**config.mk**
```make
export PLATFORM = sky130hd
export DESIGN_NAME = stable_priority_queue
export DESIGN_NICKNAME = d
export VERILOG_FILES = /design/src/design/spq_pkg.sv /design/src/design/spq_cell.sv /design/src/design/stable_priority_queue.sv
export SDC_FILE = /design/constraint.sdc
export NUM_CORES = 1
export LEC_CHECK = 0
export CORE_MARGIN = 3
export CORE_UTILIZATION = 45
export DETAILED_ROUTE_END_ITERATION = 12
export DONT_BUFFER_PORTS = 1
export PLACE_DENSITY = 0.6
export SYNTH_ARGS = -nofsm -noshare
export SYNTH_HDL_FRONTEND = slang
export SYNTH_HIERARCHICAL = 1
export SYNTH_SLANG_ARGS = --single-unit
```
**constraint.sdc**
```tcl
create_clock -name clock -period 4.55 [get_ports clock]
set_input_delay 0.2275 -clock clock [delete_from_list [all_inputs] [get_ports clock]]
set_output_delay 0.2275 -clock clock [all_outputs]
set_load 0.01 [all_outputs]
```
**src/design/spq_pkg.sv**
```systemverilog
`default_nettype none

package spq_pkg;

   // Queue geometry
   localparam int QUEUE_DEPTH = 16;
   localparam int COUNT_W     = $clog2(QUEUE_DEPTH + 1);

   // Field widths
   localparam int OP_W    = 2;
   localparam int PRIO_W  = 8;
   localparam int MSG_W   = 16;
   localparam int STAT_W  = 2;
   localparam int ECNT_W  = 5;

   // Operation codes
   localparam logic [OP_W-1:0] OP_INSERT = 2'd0;
   localparam logic [OP_W-1:0] OP_REMOVE = 2'd1;
   localparam logic [OP_W-1:0] OP_CLEAR  = 2'd2;

   // Status codes
   localparam logic [STAT_W-1:0] STAT_DONE  = 2'd0;
   localparam logic [STAT_W-1:0] STAT_EMPTY = 2'd1;
   localparam logic [STAT_W-1:0] STAT_FULL  = 2'd2;

   // One stored entry
   typedef struct packed {
      logic [PRIO_W-1:0] prio;
      logic [MSG_W-1:0]  msg;
   } entry_type;

   // Broadcast control from the top level to every cell
   typedef struct packed {
      logic      do_insert;
      logic      do_remove;
      entry_type new_entry;
   } cell_ctrl_type;

endpackage

`default_nettype wire

```
**src/design/spq_cell.sv**
```systemverilog
`default_nettype none

module spq_cell (
   input  wire logic                  clock,
   input  wire spq_pkg::cell_ctrl_type ctrl,
   input  wire logic                  occupied,
   input  wire logic                  left_keep,
   input  wire spq_pkg::entry_type    left_entry,
   input  wire spq_pkg::entry_type    right_entry,
   output spq_pkg::entry_type         entry,
   output spq_pkg::entry_type         entry_next,
   output logic                       keep
);

   spq_pkg::entry_type entry_ff;
   spq_pkg::entry_type entry_in;

   // Stored entry stays in place when it outranks or ties the new one
   assign keep = occupied && (entry_ff.prio >= ctrl.new_entry.prio);

   // Hold, take the new entry, or shift from a neighbor
   always_comb begin
      entry_in = entry_ff;
      if (ctrl.do_insert) begin
         if (keep) begin
            entry_in = entry_ff;
         end else if (left_keep) begin
            entry_in = ctrl.new_entry;
         end else begin
            entry_in = left_entry;
         end
      end else if (ctrl.do_remove) begin
         entry_in = right_entry;
      end
   end

   always_ff @(posedge clock) begin
      entry_ff <= entry_in;
   end

   assign entry      = entry_ff;
   assign entry_next = entry_in;

endmodule

`default_nettype wire

```
**src/design/stable_priority_queue.sv**
```systemverilog
`default_nettype none

// Bounded priority queue, highest priority at the head, ties leave first in first out.
// Input channel req_*: one transaction carries an operation (insert, remove head,
// clear) with the priority and message handle used by insert. Output channel rsp_*:
// exactly one transaction per request, giving the status, the head entry and the
// entry count after the operation.
// Storage is a row of compare-and-shift cells, one per slot; every cell decides
// in the same cycle whether to hold, take the new entry or take a neighbor's.
// The response is registered and is valid in the cycle after the request is accepted.
// The block takes one request per cycle while the receiver keeps rsp_tready high.
// A registered response stage sits between the channels: req_tready stays high
// while the response register is empty or being taken, so a stalled receiver
// holds the response and blocks new requests until rsp_tready returns.
// Reset (synchronous, active high) empties the queue and drops any pending
// response; slot contents are not cleared, only the count.
// Insert on a full queue is rejected with status full; remove on an empty queue
// reports status empty; an undefined operation code leaves the queue unchanged.
module stable_priority_queue (
   input  wire logic        clock,
   input  wire logic        reset,
   input  wire logic        req_tvalid,
   output logic             req_tready,
   // [1:0] operation, [9:2] priority_req, [25:10] message_handle, [31:26] zero
   input  wire logic [31:0] req_tdata,
   output logic             rsp_tvalid,
   input  wire logic        rsp_tready,
   // [1:0] status, [2] head_valid, [10:3] head_priority, [26:11] head_message,
   // [31:27] entry_count
   output logic [31:0]      rsp_tdata
);

   localparam int DEPTH = spq_pkg::QUEUE_DEPTH;
   localparam int CW    = spq_pkg::COUNT_W;

   logic [spq_pkg::OP_W-1:0]   req_op;
   logic                       req_accept;
   logic                       is_full;
   logic                       is_empty;
   logic [CW-1:0]              count_ff;
   logic [CW-1:0]              count_in;
   logic [spq_pkg::STAT_W-1:0] status;
   spq_pkg::cell_ctrl_type     ctrl;
   spq_pkg::entry_type         cell_entry [DEPTH];
   spq_pkg::entry_type         cell_next  [DEPTH];
   logic                       cell_keep  [DEPTH];
   logic [CW+spq_pkg::ECNT_W-1:0] count_ext;
   logic                       head_valid;
   spq_pkg::entry_type         head;
   logic                       rsp_valid_ff;
   logic [31:0]                rsp_data_ff;

   // Request decode
   assign req_tready = !rsp_valid_ff || rsp_tready;
   assign req_accept = req_tvalid && req_tready;
   assign req_op     = req_tdata[1:0];
   assign is_full    = (count_ff == CW'(DEPTH));
   assign is_empty   = (count_ff == '0);

   always_comb begin
      ctrl.do_insert = 1'b0;
      ctrl.do_remove = 1'b0;
      ctrl.new_entry.prio = req_tdata[9:2];
      ctrl.new_entry.msg  = req_tdata[25:10];
      count_in = count_ff;
      status   = spq_pkg::STAT_DONE;
      if (req_accept) begin
         unique case (req_op)
            spq_pkg::OP_INSERT: begin
               if (is_full) begin
                  status = spq_pkg::STAT_FULL;
               end else begin
                  ctrl.do_insert = 1'b1;
                  count_in = count_ff + CW'(1);
               end
            end
            spq_pkg::OP_REMOVE: begin
               if (is_empty) begin
                  status = spq_pkg::STAT_EMPTY;
               end else begin
                  ctrl.do_remove = 1'b1;
                  count_in = count_ff - CW'(1);
               end
            end
            spq_pkg::OP_CLEAR: begin
               count_in = '0;
            end
            default: begin
               count_in = count_ff;
            end
         endcase
      end
   end

   always_ff @(posedge clock) begin
      if (reset) begin
         count_ff <= '0;
      end else begin
         count_ff <= count_in;
      end
   end

   // Row of cells, slot 0 is the head
   for (genvar i = 0; i < DEPTH; i++) begin : g_cell
      logic               left_keep;
      spq_pkg::entry_type left_entry;
      spq_pkg::entry_type right_entry;

      if (i == 0) begin : g_first
         assign left_keep  = 1'b1;
         assign left_entry = ctrl.new_entry;
      end else begin : g_inner
         assign left_keep  = cell_keep[i-1];
         assign left_entry = cell_entry[i-1];
      end

      if (i == DEPTH - 1) begin : g_last
         assign right_entry = cell_entry[i];
      end else begin : g_body
         assign right_entry = cell_entry[i+1];
      end

      spq_cell u_cell (
         .clock       (clock),
         .ctrl        (ctrl),
         .occupied    (count_ff > CW'(i)),
         .left_keep   (left_keep),
         .left_entry  (left_entry),
         .right_entry (right_entry),
         .entry       (cell_entry[i]),
         .entry_next  (cell_next[i]),
         .keep        (cell_keep[i])
      );
   end

   // Response fields describe the queue after the operation
   assign head_valid = (count_in != '0);
   assign head       = head_valid ? cell_next[0] : '0;
   assign count_ext  = {{spq_pkg::ECNT_W{1'b0}}, count_in};

   always_ff @(posedge clock) begin
      if (reset) begin
         rsp_valid_ff <= 1'b0;
      end else if (req_accept) begin
         rsp_valid_ff <= 1'b1;
      end else if (rsp_tready) begin
         rsp_valid_ff <= 1'b0;
      end
   end

   always_ff @(posedge clock) begin
      if (req_accept) begin
         rsp_data_ff <= {count_ext[spq_pkg::ECNT_W-1:0], head.msg, head.prio,
                         head_valid, status};
      end
   end

   assign rsp_tvalid = rsp_valid_ff;
   assign rsp_tdata  = rsp_data_ff;

   // Checks
   a_count_bound: assert property (@(posedge clock) disable iff (reset)
      count_ff <= CW'(DEPTH))
      else $error("entry count above queue depth");

   a_full_reject: assert property (@(posedge clock) disable iff (reset)
      req_accept && req_op == spq_pkg::OP_INSERT && is_full
      |=> rsp_tdata[1:0] == spq_pkg::STAT_FULL && $stable(count_ff))
      else $error("insert on full queue not rejected");

   a_empty_remove: assert property (@(posedge clock) disable iff (reset)
      req_accept && req_op == spq_pkg::OP_REMOVE && is_empty
      |=> rsp_tdata[1:0] == spq_pkg::STAT_EMPTY && count_ff == '0)
      else $error("remove on empty queue not flagged");

   a_head_valid: assert property (@(posedge clock) disable iff (reset)
      $past(req_accept) |-> rsp_tdata[2] == (count_ff != '0))
      else $error("head valid disagrees with count");

endmodule

`default_nettype wire

```
After elaboration in Yosys (flattened, before gate mapping)
Cells that the tools add are included.
{"block": "totals", "input_bits": 36, "regBits": 422, "elab_cells": 201, "out_inout_bits": 34}
{"block": "classes", "bitwise": 1, "addsub": 2, "muxes": 74, "n_eq_ne": 17, "reduce_logical": 39, "order_cmp": 32}
{"cell": "$mux 24", "count": 60}
{"cell": "$ge 8x8->1", "count": 16}
{"cell": "$gt 5x4->1 const B", "count": 8}
{"cell": "$reduce_and 2->1", "count": 15}
{"cell": "$ne 2x2->1 const B", "count": 14}
{"cell": "$gt 5x3->1 const B", "count": 4}
{"cell": "$logic_and 1x1->1", "count": 17}
{"cell": "$mux 5", "count": 3}
{"cell": "$pmux 5 s3", "count": 1}
{"cell": "$gt 5x1->1 const B", "count": 2}
{"cell": "$gt 5x2->1 const B", "count": 2}
{"cell": "$mux 1", "count": 7}
{"cell": "$add 5x1->5 const B", "count": 1}
{"cell": "$eq 5x5->1 const B", "count": 1}
{"cell": "$logic_not 5->1", "count": 1}
{"cell": "$reduce_bool 5->1", "count": 1}
{"cell": "$sub 5x1->5 const B", "count": 1}
{"cell": "$mux 2", "count": 2}
{"cell": "$pmux 2 s2", "count": 1}
{"cell": "$reduce_bool 2->1", "count": 2}
{"cell": "$eq 2x1->1 const B", "count": 1}
{"cell": "$eq 2x2->1 const B", "count": 1}
{"cell": "$logic_not 2->1", "count": 1}
{"cell": "$logic_not 1->1", "count": 1}
{"cell": "2 further kinds", "count": 2}

Depth between registers and ports, before layout
Gate-level depths: netlist of run 1.
{"block": "depth", "word_depth": 6, "ltp_mapped": 15, "ltp_nobuf": 11}

Modules after synthesis
Netlist of run 1, hierarchy kept.
{"module": "spq_cell at g_cell[0].u_cell ...", "instances": 10, "cells_per_inst": 168, "area_per_inst_um2": 1506.4, "seq_area_each_um2": 480.5}
{"module": "spq_cell at g_cell[4].u_cell ...", "instances": 6, "cells_per_inst": 168, "area_per_inst_um2": 1495.2, "seq_area_each_um2": 480.5}
{"module": "stable_priority_queue", "instances": 1, "cells_per_inst": 165, "area_per_inst_um2": 1909.3, "seq_area_each_um2": 1081.0}

Worst setup path after synthesis of run 1
OpenSTA, ideal clock, no wires.
{"block": "synth_path", "path_type": "reg-to-reg", "startpoint": "register count_ff[0]", "endpoint": "register rsp_data_ff[12] (netlist: rsp_tdata[12]) (data pin)", "path_buffers": 3, "synth_period_minus_slack_ps": 4363, "setup_time_ps": 154, "t_required_ps": 4396, "path_stages_with_launch": 13, "t_arrival_ps": 4209, "path_slack_ps": 187, "cell_sequence": "dfxtp_1 clkbuf_1 inv_1 ha_1 or4b_4 nand2_1 nor2_1 or2_2 clkbuf_1 clkbuf_1 o22ai_1 a211oi_1 a21boi_0"}
{"element": "start: declaration", "line": "stable_priority_queue.sv:40", "text": "logic [CW-1:0] count_ff;"}
{"element": "start signal: assignment", "line": "stable_priority_queue.sv:99", "text": "count_ff <= count_in;"}
{"element": "end signal: assignment", "line": "stable_priority_queue.sv:153", "text": "rsp_data_ff <= {count_ext[spq_pkg::ECNT_W-1:0], head.msg, head.prio,"}
{"element": "end: declaration", "line": "stable_priority_queue.sv:51", "text": "logic [31:0] rsp_data_ff;"}

==> impl_metrics.sql, run 1 <==
INSERT INTO impl_metrics (metric_group, metric, value, unit) VALUES
('yosys', 'synthesis.instances', '2852', ''),
('setup_path', 'critical_path_buf_inv_count', '2', ''),
('placement', 'dp_hpwl', '56.7', 'mm'),
('final_layout', 'postLayoutCoreUtil', '0.499', ''),
('sta', 'rsz0062_at_grt', 'false', ''),
('placement', 'routabilityCongestion', '0.861', ''),
('global_routing', 'global_route.usage.total', '0.282', ''),
('final_layout', 'layout.filler_cells', '5226', ''),
('die', 'ioPinCount', '70', ''),
('yosys', 'syn-cell-area', '0.0259', 'mm^2'),
('sta', 'setup-violations-final', '0', ''),
('die', 'effective_utilization_at_floorplan', '0.457', ''),
('setup_path', 'cp.arrival', '4.49', 'ns'),
('placement', 'portBuffers', '0', ''),
('global_routing', 'number_of_global_route_vias_before_repair', '23300', ''),
('yosys', 'ys_warn_count', '6', ''),
('route', 'wl', '87.9', 'mm'),
('clocking', 'cts_buffers', '49', ''),
('sta', 'hold_viol_final', '0', ''),
('setup_path', 'crit_type', 'register to register', ''),
('sta', 'hold_slack', '0.0240', 'ns'),
('sta', 'fin_setup_tns', '0', 'ns'),
('status', 'outcome', 'completed', ''),
('route', 'dr_total_vias', '23500', ''),
('setup_path', 'worst_ep_required_time', '5.04', 'ns'),
('pwr', 'cellPowerDensity', '552', 'mW/mm^2'),
('global_routing', 'grt_start_max_net_pins', '41', ''),
('die', 'core_area', '0.0567', 'mm^2'),
('global_routing', 'global_route_wire_length_before_repair', '136', 'mm'),
('yosys', 'synth.avg_cell_area', '9.10', 'um^2'),
('die', 'die_w', '246', 'um'),
('clocking', 'cts_buffer_depth', '3', ''),
('placement', 'placement.setup.worst_slack', '0.659', 'ns'),
('clocking', 'cts_tree', 'done', ''),
('route', 'drc', '0', ''),
('clocking', 'cts_root_buffer', 'sky130_fd_sc_hd__clkbuf_16', ''),
('setup_path', 'worst_path_dominant_cell_family', 'compound AO/OA/AOI/OAI gates', ''),
('die', 'fp.dieArea', '0.0606', 'mm^2'),
('setup_path', 'critPathLaunchType', 'register', ''),
('pwr', 'worst_ir_drop_vdd', '0.313', 'mV'),
('pwr', 'power_leakage', '0.00979', 'uW'),
('global_routing', 'grt_antenna_before_repair', '6', ''),
('sta', 'min_period_over_period', '0.878', ''),
('sta', 'crit_path_setup_slack_layout', '0.554', 'ns'),
('flow_run', 'max-cap-violations', '0', ''),
('die', 'num_rows', '87', ''),
('clocking', 'clock_sinks', '422', ''),
('clocking', 'cts_max_level', '2', ''),
('sta', 'worst_slew_pin_slew', '1.27', 'ns'),
('route', 'via_per_inst', '6.60', ''),
('setup_path', 'crit_slowest_cell', 'sky130_fd_sc_hd__a22oi_2', ''),
('setup_path', 'worstPathCellList', 'ha_1 -> nor2_1 -> o21ai_0 -> nand2_1 -> nand2_1 -> nor3_2 -> a22oi_2 -> inv_1 -> buf_4 -> mux2i_1 -> a211oi_1', ''),
('sta', 'timing.final.crit_period', '4.00', 'ns'),
('clocking', 'postCtsSetupBuffers', '0', ''),
('final_layout', 'layout-drive-gt1-share', '0.0940', ''),
('clocking', 'worstSkewPairLatency', '0.61', 'ns'),
('sta', 'clock_skew', '0.0327', 'ns'),
('die', 'die_h', '246', 'um'),
('setup_path', 'timing.critical_path.mode_cell', 'sky130_fd_sc_hd__nand2_1', ''),
('final_layout', 'instances_no_fill', '3564', ''),
('final_layout', 'area_growth_syn_to_layout', '9.04', '%'),
('route', 'drt_first_pass_iters', '6', ''),
('setup_path', 'path_max_fanout', '23', ''),
('clocking', 'clkTransAtPathRegs', '0.06', 'ns'),
('yosys', 'synth_nets', '3022', ''),
('sta', 'fmax_achieved', '250', 'MHz'),
('setup_path', 'cpPeakStageDelay', '0.93', 'ns'),
('route', 'drtIter0Drc', '1659', ''),
('hold_path', 'worst_hold_path_type', 'primary input to register', ''),
('route', 'number_of_antenna_violating_nets_in_the_routed_design', '0', ''),
('route', 'wire_per_inst', '24.7', 'um'),
('global_routing', 'grt.overflow.total', '0', ''),
('placement', 'placed_cells', '3438', ''),
('final_layout', 'finalNetCount', '2932', ''),
('sta', 'maxSlewViolCount', '0', ''),
('sta', 'timing.slew.headroom', '0.151', ''),
('setup_path', 'endpoint_kind', 'register', '');
## report_power, final
part	internal, uW	total, uW	switching [uW]	leakage, uW
Clock	2440	4080	1650	0.000810
Combinational	1880	4160	2280	0.00540
Sequential	5310	7360	2050	0.00359
## worst reg2reg max path: stages, from the launching register on
cell	delay [ns]
sky130_fd_sc_hd__dfxtp_1	0.55
sky130_fd_sc_hd__ha_1	0.28
sky130_fd_sc_hd__nor2_1	0.06
sky130_fd_sc_hd__o21ai_0	0.13
sky130_fd_sc_hd__nand2_1	0.32
sky130_fd_sc_hd__nand2_1	0.21
sky130_fd_sc_hd__nor3_2	0.09
sky130_fd_sc_hd__a22oi_2	0.94
sky130_fd_sc_hd__inv_1	0.50
sky130_fd_sc_hd__buf_4	0.38
sky130_fd_sc_hd__mux2i_1	0.16
sky130_fd_sc_hd__a211oi_1	0.28
## area by class of cell
class | count | area [um^2] | share of cell area
multi-input combinational | 1997 | 15300 | 0.540
timing repair buffer | 94 | 883 | 0.0312
clock inverter | 13 | 194 | 0.00686
tap | 756 | 946 | 0.0334
inverter | 198 | 743 | 0.0263
antenna | 11 | 27.5 | 0.000973
sequential | 422 | 8770 | 0.310
clock buffer | 73 | 1460 | 0.0515
## sequential cells by signal, summed over array words and instances (netlist names)
name and count:
count_ff 5, g_cell.u_cell/entry 384, rsp_tdata 32, rsp_tvalid 1
## routing by layer
| layer | routed length [um] | vias to the layer above | global-route usage | part of all wire |
|---|---|---|---|---|
| met3 | 5270 | 292 | 0.0453 | 0.060 |
| met2 | 42600 | 836 | 0.487 | 0.48 |
| met4 | 4320 | 2 | 0.131 | 0.049 |
| met5 | 18 | - | 0 | 0.00020 |
| met1 | 35700 | 11500 | 0.344 | 0.41 |
| li1 | - | 10900 | - | - |
## placed cells by master, fill, tap and decap left out, drive strengths merged, types with 11 or more instances in the layout
cell type / n
dfxtp: 390
mux2i: 384
nor3: 372
o22ai: 353
a211oi: 352
inv: 183
ha: 134
nor2: 76
buf: 73
clkbuf: 73
o21ai: 62
a221oi: 48
nand2: 42
a21oi: 36
edfxtp: 32
a21boi: 24
clkinv: 23
dlygate4sd3: 21
nand3: 18
nor3b: 17
a22oi: 17
a41oi: 16
or2: 16
diode: 11
## repair_timing
item / in CTS / in global routing
resized for setup: 0 / 0
endpoints found under the setup margin: 0 / 0
endpoints found under the hold margin: 394 / 0
hold buffers: 29 / 0
## stage by stage
stage,area [um^2],power [uW]
after global routing,28300,16500
final,28300,15600
after detailed placement,26200,11400
after CTS,28300,15600
after global placement,26200,11200
after floorplan,25900,9810
## worst paths after layout
path,slack [ns],cells after the start,to,startpoint
max reg2reg,0.55,11,g_cell[10].u_cell/entry[1],count_ff[0]
min,0.02,2,rsp_tvalid,rsp_tready
min reg2reg,0.53,2,g_cell[1].u_cell/entry[22],g_cell[1].u_cell/entry[22]
max,0.55,11,g_cell[10].u_cell/entry[1],count_ff[0]
No activity file was read; power rests on OpenSTA's default activity.
==> inputs of run 2 (changes only) <==
--- a/config.mk
+++ b/config.mk
@@ -5,11 +5,13 @@
 export SDC_FILE = /design/constraint.sdc
 export NUM_CORES = 1
 export LEC_CHECK = 0
+export CELL_PAD_IN_SITES_DETAIL_PLACEMENT = 1
+export CELL_PAD_IN_SITES_GLOBAL_PLACEMENT = 1
 export CORE_MARGIN = 3
 export CORE_UTILIZATION = 45
 export DETAILED_ROUTE_END_ITERATION = 12
 export DONT_BUFFER_PORTS = 1
-export PLACE_DENSITY = 0.6
+export PLACE_DENSITY_LB_ADDON = 0.1
 export SYNTH_ARGS = -nofsm -noshare
 export SYNTH_HDL_FRONTEND = slang
 export SYNTH_HIERARCHICAL = 1
==> run 2 against run 1 <==
Net effect:
- utilization up 0.23 points
- sequential power is 0.5% higher
- via count is 1.7% higher
- register-to-register slack worse by 0.11 ns
- die area did not move
- critical endpoint is now g_cell[9].u_cell/entry[8]
- largest power group unchanged
- highest routed layer is now met4
==> impl_metrics.sql, run 2 (synthesis results as in run 1) <==
INSERT INTO impl_metrics (metric_group, metric, value, unit) VALUES
('setup_path', 'cpPeakStageDelay', '0.74', 'ns'),
('pwr', 'power_leakage', '0.00988', 'uW'),
('final_layout', 'layout_commonest_cell', 'sky130_fd_sc_hd__dfxtp_1', ''),
('sta', 'maxSlewViolCount', '0', ''),
('clocking', 'clock_sinks', '422', ''),
('final_layout', 'most-common-layout-cells', 'sky130_fd_sc_hd__dfxtp_1 (390), sky130_fd_sc_hd__mux2i_1 (384), sky130_fd_sc_hd__nor3_1 (355)', ''),
('route', 'drc', '0', ''),
('setup_path', 'crit_slowest_cell', 'sky130_fd_sc_hd__nand2_1', ''),
('pwr', 'power_frac_comb', '0.269', ''),
('sta', 'clock_skew', '0.0155', 'ns'),
('die', 'fp.dieArea', '0.0606', 'mm^2'),
('setup_path', 'timing.critical_path.from', 'count_ff[0]', ''),
('clocking', 'gates_resized_cts_repair', '0', ''),
('final_layout', 'layout.filler_cells', '6447', ''),
('die', 'core_area', '0.0567', 'mm^2'),
('hold_path', 'timing.hold.worst.start', 'req_tdata[10]', ''),
('setup_path', 'worst_ep_required_time', '5.07', 'ns'),
('clocking', 'clkTransAtPathRegs', '0.06', 'ns'),
('setup_path', 'worstPathCellList', 'inv_1 -> ha_1 -> or3b_1 -> o21ai_0 -> nor2_2 -> buf_4 -> clkinv_1 -> buf_4 -> nand2_1 -> o22ai_1 -> a211oi_1', ''),
('final_layout', 'area_growth_syn_to_layout', '9.55', '%'),
('pwr', 'seq_power_share', '0.461', ''),
('placement', 'dp_hpwl', '62.8', 'mm'),
('final_layout', 'layout-drive-gt1-share', '0.0968', ''),
('sta', 'min_period_over_period', '0.902', ''),
('pwr', 'worst_ir_drop_vdd', '0.344', 'mV'),
('pwr', 'switching_share', '0.389', ''),
('final_layout', 'largest_register_ffs', '384', ''),
('setup_path', 'crit_type', 'register to register', ''),
('pwr', 'cellPowerDensity', '564', 'mW/mm^2'),
('global_routing', 'global_route_wire_length_before_repair', '150', 'mm'),
('sta', 'worst_slew_pin_slew', '1.31', 'ns'),
('global_routing', 'grt_antenna_before_repair', '2', ''),
('placement', 'routabilityCongestion', '0.864', ''),
('route', 'met3_length', '3.96', 'mm'),
('global_routing', 'number_of_global_route_vias_before_repair', '24800', ''),
('setup_path', 'timing.critical_path.mode_cell', 'sky130_fd_sc_hd__buf_4', ''),
('setup_path', 'cp.arrival', '4.62', 'ns'),
('sta', 'timing.slew.headroom', '0.128', ''),
('setup_path', 'worst_path_dominant_cell_family', 'simple AND/OR/NAND/NOR gates', ''),
('clocking', 'cts_buffers', '51', ''),
('setup_path', 'endpoint_kind', 'register', ''),
('sta', 'fin_setup_tns', '0', 'ns'),
('pwr', 'clock_power_share', '0.270', ''),
('die', 'num_rows', '87', ''),
('clocking', 'cts_buffer_depth', '3', ''),
('status', 'outcome', 'completed', ''),
('route', 'drt_first_pass_iters', '5', ''),
('setup_path', 'reg2reg_from', 'count_ff[0]', ''),
('setup_path', 'critical_path_buf_inv_count', '4', ''),
('route', 'met2RoutedLength', '48.1', 'mm'),
('sta', 'hold_viol_final', '0', ''),
('route', 'top_metal_used', 'met4', ''),
('sta', 'fmax_achieved', '244', 'MHz'),
('clocking', 'cts_root_buffer', 'sky130_fd_sc_hd__clkbuf_16', ''),
('clocking', 'worstSkewPairLatency', '0.61', 'ns'),
('sta', 'timing.final.crit_period', '4.10', 'ns'),
('setup_path', 'path_max_fanout', '24', ''),
('global_routing', 'global_route.usage.total', '0.314', ''),
('die', 'die_w', '246', 'um'),
('placement', 'portBuffers', '0', ''),
('pwr', 'power.internal', '9790', 'uW'),
('sta', 'hold_slack', '0.0551', 'ns'),
('hold_path', 'worst_hold_path_type', 'primary input to register', ''),
('clocking', 'cts_max_level', '2', ''),
('setup_path', 'critPathLaunchType', 'register', ''),
('die', 'die_h', '246', 'um'),
('route', 'number_of_antenna_violating_nets_in_the_routed_design', '0', ''),
('route', 'dr_total_vias', '23900', ''),
('sta', 'rsz0062_at_grt', 'false', ''),
('final_layout', 'finalNetCount', '2941', ''),
('route', 'wl_met1', '41.0', 'mm'),
('route', 'wl', '97.4', 'mm'),
('global_routing', 'grt_start_max_net_pins', '35', ''),
('global_routing', 'grt.overflow.total', '0', ''),
('pwr', 'switching_power', '6240', 'uW'),
('clocking', 'cts_tree', 'done', ''),
('route', 'via_per_inst', '6.71', ''),
('route', 'drtIter0Drc', '1382', ''),
('route', 'wire_per_inst', '27.3', 'um'),
('sta', 'setup-violations-final', '0', ''),
('flow_run', 'max-cap-violations', '0', ''),
('die', 'ioPinCount', '70', ''),
('die', 'effective_utilization_at_floorplan', '0.457', '');
[run 2: worst paths after layout]
path	to	slack [ns]	depth (start not counted)
min reg2reg	g_cell[15].u_cell/entry[22]	0.52	2
max	g_cell[9].u_cell/entry[8]	0.45	11
max reg2reg	g_cell[9].u_cell/entry[8]	0.45	11
min	g_cell[3].u_cell/entry[0]	0.06	3
[run 2: tightest hold or removal path: cells and delay by family]
family | cells | cell delay, ns
mux | 1 | 0.14
compound gates | 1 | 0.08
buf+inv | 1 | 0.15
[run 2: timing repair]
item	4_1_cts	5_1_grt
endpoints found under the hold margin	397	0
hold buffers	30	0
setup buffers	0	0
[run 2: power by group through the flow]
stage / sequential [uW] / clock, uW / combinational, uW
after floorplan: 6570 / 0 / 3250
after global placement: 7390 / 0 / 3830
after detailed placement: 7440 / 0 / 4090
after CTS: 7370 / 4390 / 4270
after global routing: 7600 / 4530 / 4840
final: 7400 / 4330 / 4300
[run 2: final cells by class]
| cell class | instances | area [um^2] | share of cell area |
|---|---|---|---|
| flip-flops and latches | 422 | 8770 | 0.309 |
| clock inverters | 15 | 268 | 0.00942 |
| diodes | 2 | 5.00 | 0.000176 |
| inverters | 198 | 743 | 0.0262 |
| clock buffers | 77 | 1470 | 0.0519 |
| well taps | 756 | 946 | 0.0333 |
| repair buffers | 101 | 946 | 0.0333 |
| multi-input cells | 1997 | 15300 | 0.537 |
[run 2: layer usage]
layer  vias to the layer above  track usage
li1                      11000            -
met1                     12100        0.386
met2                       576        0.551
met3                       232       0.0380
met4                         0        0.140
met5                         -            0
[run 2: metrics by stage]
step	std cells	setup WS (ns)	util	total power, uW	instance area, um^2
after global placement	3444	0.751	0.463	11200	26300
after floorplan	2852	0.187	-	9810	25900
after detailed placement	3444	0.650	0.463	11500	26300
final	3568	0.445	0.501	16000	28400
after CTS	3566	0.587	0.501	16000	28400
after global routing	3567	0.198	0.501	17000	28400
==> inputs of run 3 (changes only) <==
--- a/config.mk
+++ b/config.mk
@@ -9,6 +9,7 @@
 export CELL_PAD_IN_SITES_GLOBAL_PLACEMENT = 1
 export CORE_MARGIN = 3
 export CORE_UTILIZATION = 45
+export CTS_BUF_LIST = sky130_fd_sc_hd__clkbuf_16
 export DETAILED_ROUTE_END_ITERATION = 12
 export DONT_BUFFER_PORTS = 1
 export PLACE_DENSITY_LB_ADDON = 0.1
==> run 3 against run 2 <==
Net effect:
- register-to-register slack improved by 0.03 ns
- first-iteration DRC count grew 0.43%
- critical path type unchanged
- worst setup slack gained 0.034 ns
==> impl_metrics.sql, run 3 (synthesis results as in run 1) <==
INSERT INTO impl_metrics (metric_group, metric, value, unit) VALUES
('sta', 'timing.slew.headroom', '0.130', ''),
('sta', 'setup-violations-final', '0', ''),
('sta', 'hold_viol_final', '0', ''),
('hold_path', 'hold_path_end', 'g_cell[3].u_cell/entry[23]', ''),
('route', 'wl', '97.1', 'mm'),
('sta', 'timing.final.crit_period', '4.07', 'ns'),
('hold_path', 'hold_path_depth', '3', ''),
('final_layout', 'layout-drive-gt1-share', '0.0932', ''),
('setup_path', 'crit_type', 'register to register', ''),
('die', 'core_area', '0.0567', 'mm^2'),
('global_routing', 'grt_antenna_before_repair', '2', ''),
('clocking', 'clkTransAtPathRegs', '0.06', 'ns'),
('flow_run', 'max-cap-violations', '0', ''),
('die', 'ioPinCount', '70', ''),
('clocking', 'cts_max_level', '2', ''),
('hold_path', 'timing.hold.worst.start', 'req_tdata[9]', ''),
('die', 'die_h', '246', 'um'),
('global_routing', 'global_route_wire_length_before_repair', '149', 'mm'),
('route', 'drt_first_pass_iters', '5', ''),
('setup_path', 'critPathLaunchType', 'register', ''),
('route', 'drc', '0', ''),
('clocking', 'cts_root_buffer', 'sky130_fd_sc_hd__clkbuf_16', ''),
('setup_path', 'critical_path_buf_inv_count', '4', ''),
('final_layout', 'largest_register_ffs', '384', ''),
('placement', 'placement.setup.worst_slack', '0.650', 'ns'),
('clocking', 'postCtsSetupBuffers', '0', ''),
('global_routing', 'number_of_global_route_vias_before_repair', '24800', ''),
('route', 'number_of_antenna_violating_nets_in_the_routed_design', '0', ''),
('sta', 'min_period_over_period', '0.895', ''),
('clocking', 'cts_tree', 'done', ''),
('global_routing', 'global_route.usage.total', '0.314', ''),
('setup_path', 'reg2reg_setup_slack', '0.48', 'ns'),
('setup_path', 'path_max_fanout', '24', ''),
('pwr', 'worst_ir_drop_vdd', '0.343', 'mV'),
('pwr', 'cellPowerDensity', '558', 'mW/mm^2'),
('clocking', 'cts_buffers', '51', ''),
('setup_path', 'endpoint_kind', 'register', ''),
('route', 'wire_per_inst', '27.2', 'um'),
('route', 'dr_total_vias', '23900', ''),
('route', 'drtIter0Drc', '1388', ''),
('sta', 'crit_path_setup_slack_layout', '0.479', 'ns'),
('final_layout', 'layout_commonest_cell', 'sky130_fd_sc_hd__dfxtp_1', ''),
('hold_path', 'worst_hold_path_type', 'primary input to register', ''),
('setup_path', 'worstPathCellList', 'inv_1 -> ha_1 -> or3b_1 -> o21ai_0 -> nor2_2 -> buf_4 -> clkinv_1 -> buf_4 -> nand2_1 -> o22ai_1 -> a211oi_1', ''),
('setup_path', 'cp.arrival', '4.59', 'ns'),
('die', 'die_w', '246', 'um'),
('final_layout', 'area_growth_syn_to_layout', '9.16', '%'),
('clocking', 'clock_sinks', '422', ''),
('clocking', 'gates_resized_cts_repair', '0', ''),
('final_layout', 'most-common-layout-cells', 'sky130_fd_sc_hd__dfxtp_1 (390), sky130_fd_sc_hd__mux2i_1 (384), sky130_fd_sc_hd__nor3_1 (355)', ''),
('setup_path', 'timing.critical_path.mode_cell', 'sky130_fd_sc_hd__buf_4', ''),
('setup_path', 'worst_r2r_endpoint', 'g_cell[9].u_cell/entry[8]', ''),
('final_layout', 'layout.filler_cells', '6449', ''),
('setup_path', 'r2r_cells', '11', ''),
('setup_path', 'reg2reg_from', 'count_ff[0]', ''),
('clocking', 'hold_buf_cts', '30', ''),
('global_routing', 'grt_start_max_net_pins', '35', ''),
('global_routing', 'grt.overflow.total', '0', ''),
('placement', 'dp_hpwl', '62.8', 'mm'),
('sta', 'worst_slew_pin_slew', '1.30', 'ns'),
('sta', 'rsz0062_at_grt', 'false', ''),
('sta', 'maxSlewViolCount', '0', ''),
('setup_path', 'worst_ep_required_time', '5.07', 'ns'),
('clocking', 'cts_buffer_depth', '3', ''),
('sta', 'clock_skew', '0.0157', 'ns'),
('die', 'effective_utilization_at_floorplan', '0.457', ''),
('setup_path', 'cpPeakStageDelay', '0.73', 'ns'),
('sta', 'fin_setup_tns', '0', 'ns'),
('setup_path', 'crit_slowest_cell', 'sky130_fd_sc_hd__nand2_1', ''),
('clocking', 'worstSkewPairLatency', '0.61', 'ns'),
('route', 'via_per_inst', '6.70', ''),
('setup_path', 'worst_path_dominant_cell_family', 'simple AND/OR/NAND/NOR gates', ''),
('sta', 'fmax_achieved', '246', 'MHz'),
('status', 'outcome', 'completed', ''),
('die', 'num_rows', '87', ''),
('pwr', 'power_leakage', '0.00989', 'uW'),
('placement', 'routabilityCongestion', '0.864', ''),
('die', 'fp.dieArea', '0.0606', 'mm^2'),
('final_layout', 'finalNetCount', '2941', ''),
('placement', 'portBuffers', '0', '');
run 3: layer usage:
layer,vias up,part of all wire,GRT usage
met5,-,0,0
met4,0,0.047,0.140
met3,244,0.043,0.0424
met2,611,0.49,0.548
met1,12100,0.42,0.383
li1,11000,-,-
run 3: worst max-delay path by stage:
stage / from / to / slack (ns) / depth (start not counted)
2_1_floorplan: count_ff[0] / rsp_tdata[12] / 0.19 / 12
3_3_place_gp: count_ff[0] / g_cell[9].u_cell/entry[8] / 0.75 / 11
3_5_place_dp: count_ff[0] / g_cell[9].u_cell/entry[8] / 0.65 / 11
5_1_grt: count_ff[0] / g_cell[9].u_cell/entry[8] / 0.22 / 11
6_report: count_ff[0] / g_cell[9].u_cell/entry[8] / 0.48 / 11
4_1_cts: count_ff[0] / g_cell[9].u_cell/entry[8] / 0.59 / 11
run 3: area by class of cell:
type,count,area (um^2),area share
Multi-Input combinational cell,1997,15300,0.539
Sequential cell,422,8770,0.310
Clock buffer,51,1280,0.0451
Timing Repair Buffer,101,946,0.0334
Tap cell,756,946,0.0334
Inverter,198,743,0.0262
Clock inverter,41,365,0.0129
Antenna cell,2,5.00,0.000177
run 3: where the power goes:
group	total (uW)	switching, uW	internal [uW]
sequential	7390	2090	5310
combinational	4300	2400	1900
clock	4110	1730	2370
run 3: through the flow:
stage / hold slack, ns / utilization / power (uW) / instance area, um^2 / std cells
6_report: 0.0520 / 0.499 / 15800 / 28300 / 3568
3_3_place_gp: 0.300 / 0.463 / 11200 / 26300 / 3444
4_1_cts: 0.0150 / 0.499 / 15800 / 28300 / 3566
5_1_grt: 0.0385 / 0.499 / 16800 / 28300 / 3566
3_5_place_dp: 0.302 / 0.463 / 11500 / 26300 / 3444
2_1_floorplan: 0.297 / - / 9810 / 25900 / 2852
run 3: worst min-delay path, stage by stage:
cell and delay, ns:
sky130_fd_sc_hd__buf_12 0.15, sky130_fd_sc_hd__mux2i_1 0.15, sky130_fd_sc_hd__a211oi_1 0.08
